<file path="src/rtl/sfd_pkg.sv">
// Shared types, constants and the rounding/saturation helper of the stereo
// feedback delay. No dependencies; every other file of the block uses it.
package sfd_pkg;

  localparam int SAMPLE_W = 24;
  localparam int GAIN_W   = 16;
  localparam int CFG_IDX_W = 8;
  localparam int PROD_W   = 42;

  // Register indexes of the configuration port.
  localparam logic [CFG_IDX_W-1:0] REG_TIME     = 8'd0;
  localparam logic [CFG_IDX_W-1:0] REG_FEEDBACK = 8'd1;
  localparam logic [CFG_IDX_W-1:0] REG_WET      = 8'd2;
  localparam logic [CFG_IDX_W-1:0] REG_DRY      = 8'd3;

  localparam logic [GAIN_W-1:0] GAIN_RESET = 16'h8000;

  localparam logic signed [SAMPLE_W-1:0] S24_MAX = 24'sh7FFFFF;
  localparam logic signed [SAMPLE_W-1:0] S24_MIN = 24'sh800000;

  // Output buffer depth and the number of lane stages ahead of it.
  localparam int OUT_FIFO_DEPTH = 4;
  localparam int PIPE_INFLIGHT  = 2;

  typedef struct packed {
    logic signed [SAMPLE_W-1:0] left_in;
    logic signed [SAMPLE_W-1:0] right_in;
  } in_t;

  typedef struct packed {
    logic signed [SAMPLE_W-1:0] left_out;
    logic signed [SAMPLE_W-1:0] right_out;
  } out_t;

  // Registered mix products of one lane, handed to the merge stage.
  typedef struct packed {
    logic                     valid;
    logic signed [PROD_W-1:0] dry;
    logic signed [PROD_W-1:0] wet;
  } lane_out_t;

  // Q0.16 scaling: round to nearest with ties upward, then clamp to 24 bits.
  function automatic logic signed [SAMPLE_W-1:0] round_sat(input logic signed [PROD_W-1:0] v);
    logic signed [PROD_W-1:0] t;
    logic signed [25:0] q;
    logic signed [SAMPLE_W-1:0] r;
    t = v + 42'sd32768;
    q = t[PROD_W-1:16];
    if (q[25:23] == 3'b000 || q[25:23] == 3'b111) begin
      r = q[SAMPLE_W-1:0];
    end else if (q[25]) begin
      r = S24_MIN;
    end else begin
      r = S24_MAX;
    end
    return r;
  endfunction

endpackage

</file>
<file path="src/rtl/sfd_merge.sv">
// Merge stage: sums and saturates both lanes' products into one stereo frame
// and buffers frames for the result channel. Uses sfd_pkg.
module sfd_merge (
  input  logic               clk,
  input  logic               rst_n,
  input  sfd_pkg::lane_out_t left_lane,
  input  sfd_pkg::lane_out_t right_lane,
  output logic               room,
  output logic               out_valid,
  input  logic               out_ready,
  output sfd_pkg::out_t      out_data
);

  localparam int FD = sfd_pkg::OUT_FIFO_DEPTH;
  localparam int FA = $clog2(FD);
  localparam int CW = $clog2(FD + 1);
  localparam logic [CW-1:0] ROOM_MAX = CW'(FD - sfd_pkg::PIPE_INFLIGHT);

  sfd_pkg::out_t fifo [FD];
  logic [FA-1:0] wp_r, rp_r;
  logic [CW-1:0] count_r;
  logic          push, pop;
  sfd_pkg::out_t frame;

  always_comb begin
    frame.left_out  = sfd_pkg::round_sat(left_lane.dry + left_lane.wet);
    frame.right_out = sfd_pkg::round_sat(right_lane.dry + right_lane.wet);
  end

  assign push      = left_lane.valid & right_lane.valid;
  assign out_valid = (count_r != '0);
  assign pop       = out_valid & out_ready;
  assign out_data  = fifo[rp_r];
  // A new frame is taken only when the buffer can hold everything in flight.
  assign room      = (count_r < ROOM_MAX);

  always_ff @(posedge clk) begin
    if (!rst_n) begin
      wp_r    <= '0;
      rp_r    <= '0;
      count_r <= '0;
    end else begin
      if (push) begin
        wp_r <= wp_r + 1'b1;
      end
      if (pop) begin
        rp_r <= rp_r + 1'b1;
      end
      if (push && !pop) begin
        count_r <= count_r + 1'b1;
      end else if (pop && !push) begin
        count_r <= count_r - 1'b1;
      end
    end
  end

  always_ff @(posedge clk) begin
    if (push) begin
      fifo[wp_r] <= frame;
    end
  end

endmodule
</file>
<file path="config.mk">
export PLATFORM = sky130hd
export DESIGN_NAME = sfd_merge
export DESIGN_NICKNAME = d
export VERILOG_FILES = /design/src/rtl/sfd_pkg.sv /design/src/rtl/sfd_merge.sv
export SDC_FILE = /design/constraint.sdc
export NUM_CORES = 1
export LEC_CHECK = 0
export BUFFER_PORTS_ARGS = -buffer_cell sky130_fd_sc_hd__buf_4
export CAP_MARGIN = 40
export CORE_ASPECT_RATIO = 1.4
export CORE_UTILIZATION = 60
export DETAILED_ROUTE_END_ITERATION = 10
export PLACE_DENSITY = 0.85
export SYNTH_ARGS = -nofsm -noshare
export SYNTH_HDL_FRONTEND = slang
export SYNTH_SLANG_ARGS = --single-unit
export TNS_END_PERCENT = 10
</file>
<file path="constraint.sdc">
create_clock -name clk -period 4.7 [get_ports clk]
set_clock_uncertainty 0.2 [all_clocks]
set_input_delay 0.235 -clock clk [delete_from_list [all_inputs] [get_ports clk]]
set_output_delay 0.235 -clock clk [all_outputs]
set_load 0.005 [all_outputs]
</file>
=== After elaboration in Yosys (flattened, before gate mapping) ===
Memories as Yosys holds them, arrays and structs flattened. A register that Yosys moved wholly into a read port is not among the register bits.
Index checks and enable logic that the tools add are counted.
W data, S select, Z words.

* Output and inout port bits: 50
* Input bits: 173
* Bits in writable memories: 192
* Register bits: 7
* Memory bits (read-only): 0
* Word-level logic and storage cells: 37
* Bits in latches: 0
* Memories kept: 1

{| class="wikitable"
|+ Memories
! memory !! words !! bits a word !! read ports !! clocked after Yosys merged registers in !! write ports !! line !! text
|-
| fifo || 4 || 48 || 1 || 1 || 1 || sfd_merge.sv:19 || <nowiki>sfd_pkg::out_t fifo [FD];</nowiki>
|}

* Divide/modulo/power cells: 0
* Muxes and demuxes: 10
* Shifts and indexed selects: 0
* Reduce and logical (&&, ||, !) cells: 10
* Equal/unequal tests: 2
* Multipliers: 0
* Order comparisons: 1
* Bitwise logic cells: 2
* $add $sub $neg: 8

{| class="wikitable"
|+ Operator list
! cell !! count
|-
| $mux W24 || 4
|-
| $add A42 B17 Y42 const B || 2
|-
| $add A42 B42 Y42 || 2
|-
| $eq A3 B3 Y1 const B || 2
|-
| $logic_not A3 Y1 || 2
|-
| $mux W3 || 2
|-
| $add A2 B1 Y2 const B || 2
|-
| $mux W2 || 2
|-
| $add A3 B1 Y3 const B || 1
|-
| $lt A3 B2 Y1 const B || 1
|-
| $reduce_bool A3 Y1 || 1
|-
| $sub A3 B1 Y3 const B || 1
|-
| $and A1 B1 Y1 || 2
|-
| $logic_and A1 B1 Y1 || 2
|-
| $logic_not A1 Y1 || 2
|-
| $logic_or A1 B1 Y1 || 2
|-
| $mux W1 || 2
|-
| $reduce_bool A2 Y1 || 1
|}

=== Depth between registers and ports, before layout ===
* Depth after elaboration: 5
* Mapped depth: 15
* Gate-level depth less buffers: 13

=== Least setup slack after synthesis ===
No wires, ideal clock.

* Kind: input to register
* Start: in left_lane[29] in the netlist's numbering
* End: mem fifo[0][27] in the netlist's numbering, data pin
* Path buffers: 2
* Data required time: 4.227 ns
* Setup slack: 1.440 ns
* Setup time: 0.273 ns
* Arrival time: 2.787 ns
* Stages on the path: 13
* Cells stage by stage: ha_1 ha_1 buf_2 a21o_1 a311oi_1 nor4_1 a2111o_1 a21oi_1 o41ai_1 xor2_1 a21oi_1 buf_4 o21ai_1

{| class="wikitable"
|+ RTL lines
! element !! line !! text
|-
| from (decl) || sfd_merge.sv:6 || <nowiki>input sfd_pkg::lane_out_t left_lane,</nowiki>
|-
| to (decl) || sfd_merge.sv:19 ||
|}

==> results.json <==
{
  "outcome": "finished with violations",
  "relSlewSlack_pct": 49.5,
  "grt_max_degree": 28,
  "multi_input_area_um2": 6540,
  "yosys.area.top_type": "edfxtp_1",
  "critPathLaunch": "right_lane[4]",
  "synth_top_cell_area_share_pct": 45.1,
  "routabilityCongestion": 0.951,
  "crit_arrival_ps": 3740,
  "fp.dieW_um": 125,
  "area_growth_pct": 18.9,
  "dieArea_um2": 21900,
  "die_y_um": 175,
  "h-tree-depth": 1,
  "insertion_delay_ps": 450,
  "min_path_type": "input pin to flip-flop",
  "synth-seq-cells": 201,
  "peakVddDrop_mv": 0.210,
  "layout-drive-gt1-share_pct": 25.8,
  "violations": "DRC",
  "ys_types": 69,
  "ys_seq_area_share_pct": 46.5,
  "antenna_found_initial": 0,
  "diodes": 0,
  "yosys-top-cells-area": "edfxtp_1, ha_1, mux4_2, a21o_1, a21oi_1",
  "drt_iter0_drc": 567,
  "slowest_delay_ps": 640,
  "design.core.area_um2": 20700,
  "synth_edf_count": 192,
  "dr.pass1.iters": 10,
  "period_share_pct": 77.7,
  "ctsResizeCount": 0,
  "grt_pass1_vias": 9470,
  "synth_warnings": 0,
  "crit_path_max_fanout": 23,
  "p_leak_nw": 6.31,
  "async_reset_ff_share_pct": 0,
  "antenna_left": 0,
  "start_util_pct": 61.8,
  "synthFlopType": "edfxtp_1",
  "syn_inst": 1023,
  "finalSetupViolCount": 0,
  "rsz0062_at_grt": "false",
  "vias": 9371,
  "cp-end-kind": "flip-flop",
  "portBuffers": 222,
  "maxSlewViolCount": 0,
  "crit_buf_inv": 1,
  "power_density_nw_per_um2": 391,
  "rows": 62,
  "drv_cap": 0,
  "seq_area_um2": 5950,
  "cp-start-kind": "input pin",
  "routedWlPerCell_um": 18.7,
  "finalNetCount": 1574,
  "critPathTopFamily": "compound AO/OA/AOI/OAI gates",
  "cts_tree": "yes",
  "cts-root-buf": "clkbuf_16",
  "dp.cells": 1472,
  "period_minus_slack_ps": 3650,
  "worstPathCellList": "buf_4, ha_1, ha_1, o21ai_1, a221oi_2, a211oi_2, o31ai_4, a31o_1, a211oi_1, or3_4, a22oi_4, a31o_1",
  "avgSynthCellArea_um2": 12.5,
  "grt_overflow": 0,
  "drc": 19,
  "yosys-top-cells-count": "edfxtp_1, ha_1, a21oi_1",
  "required_ps": 4790,
  "hp-start": "out_ready",
  "final-hold-violation-count": 0,
  "nFillCells": 1432,
  "numCtsBuffers": 16,
  "critical_path_class": "input pin to flip-flop",
  "rr_startpoint": "count_r[1]",
  "dp_hpwl_mm": 21.3,
  "instances_no_fill": 1502,
  "worst-slew-pin-transition_ps": 757,
  "synth_area_um2": 12800,
  "grt_pass1_wl_mm": 45.5,
  "synth_most_common_cell": "edfxtp_1",
  "clkSinkCount": 201,
  "post_drt_via_cell_ratio": 6.24,
  "wl_mm": 28.2,
  "cts_max_path_buffers": 3,
  "path_clk_slew_ps": 70,
  "slowest_stage": "a22oi_4",
  "fmax_ghz": 0.274,
  "tns_ps": 0,
  "gr-usage-all-layers_pct": 26.0,
  "ioPinCount": 223,
  "holdWs_ps": 42.5,
  "synth_nets": 1360
}
[routing by layer]
layer  wire length, um  global-route usage [%]  vias up
met5                 0                       0        -
li1                  -                       -     4460
met1             10100                    27.5     4510
met3              1560                    3.83       66
met4               931                    9.81        0
met2             15500                    51.4      335
[final timing paths]
check	slack (ps)	endpoint	cells past startpoint
max	1050	fifo[3][18]	12
min	40	flip-flop	4
max reg2reg	2240	count_r[2]	8
min reg2reg	310	count_r[2]	2
[registers in the layout (all words and copies together) (netlist names), named ones only]
signal and flops:
count_r 3, fifo 192, rp_r 2, wp_r 2
[cell families (layout without fill, tap and decap cells)]
kind of cell    count (synthesis)  in the layout  share of synthesized area, %
buf+inv                        69            292                          2.44
simple gates                  185            185                          7.39
compound gates                297            297                          15.0
mux                            50             50                          8.62
flops                         201            201                          46.5
xor+xnor                       57             57                          3.96
fa+ha+maj                     164            164                          16.1
[cell usage in the layout, fill, tap and decap left out, drive strengths merged, types with 23 or more instances in the layout]
cell and n:
o21ai 71, ha 163, nand2 53, buf 231, inv 31, a21oi 79, mux4 48, edfxtp 192
xor2 23, nor2 37, xnor2 34, a21o 57
[where the power goes]
part,switching [mW],internal [mW]
Sequential,0.111,2.28
Combinational,1.16,1.11
Clock,0.572,0.719
[through the flow]
step           util (%)  area [um2]  total power [mW]  worst slack [ps]
4_1_cts            73.4       15200              5.98              1090
3_3_place_gp       70.7       14600              4.59               505
3_5_place_dp       70.9       14700              4.68               654
6_report           73.4       15200              5.95              1050
5_1_grt            73.4       15200              6.25               914
2_1_floorplan         -       12800              3.84              1440
[worst reg2reg max path, cell delays in order (launching register included)]
cell and delay, ps:
dfxtp_1 350, or3_1 440, nand2_1 140, ha_1 190
inv_1 60, fa_1 380, xor2_1 180, or3_1 300
a21boi_0 160
[final cells by class]
cell class	count	share of cell area [%]
multi-input combinational	753	43.0
sequential	201	39.1
timing repair buffer	234	11.7
clock buffer	21	2.90
tap	256	2.11
inverter	31	0.765
clock inverter	6	0.387
[repair_timing]
action / 4_1_cts / 5_1_grt
hold buffers: 3 / 0
buffers inserted: 0 / 0
endpoints found under the hold margin: 9 / 0
Power figures use the tool's default switching activity.
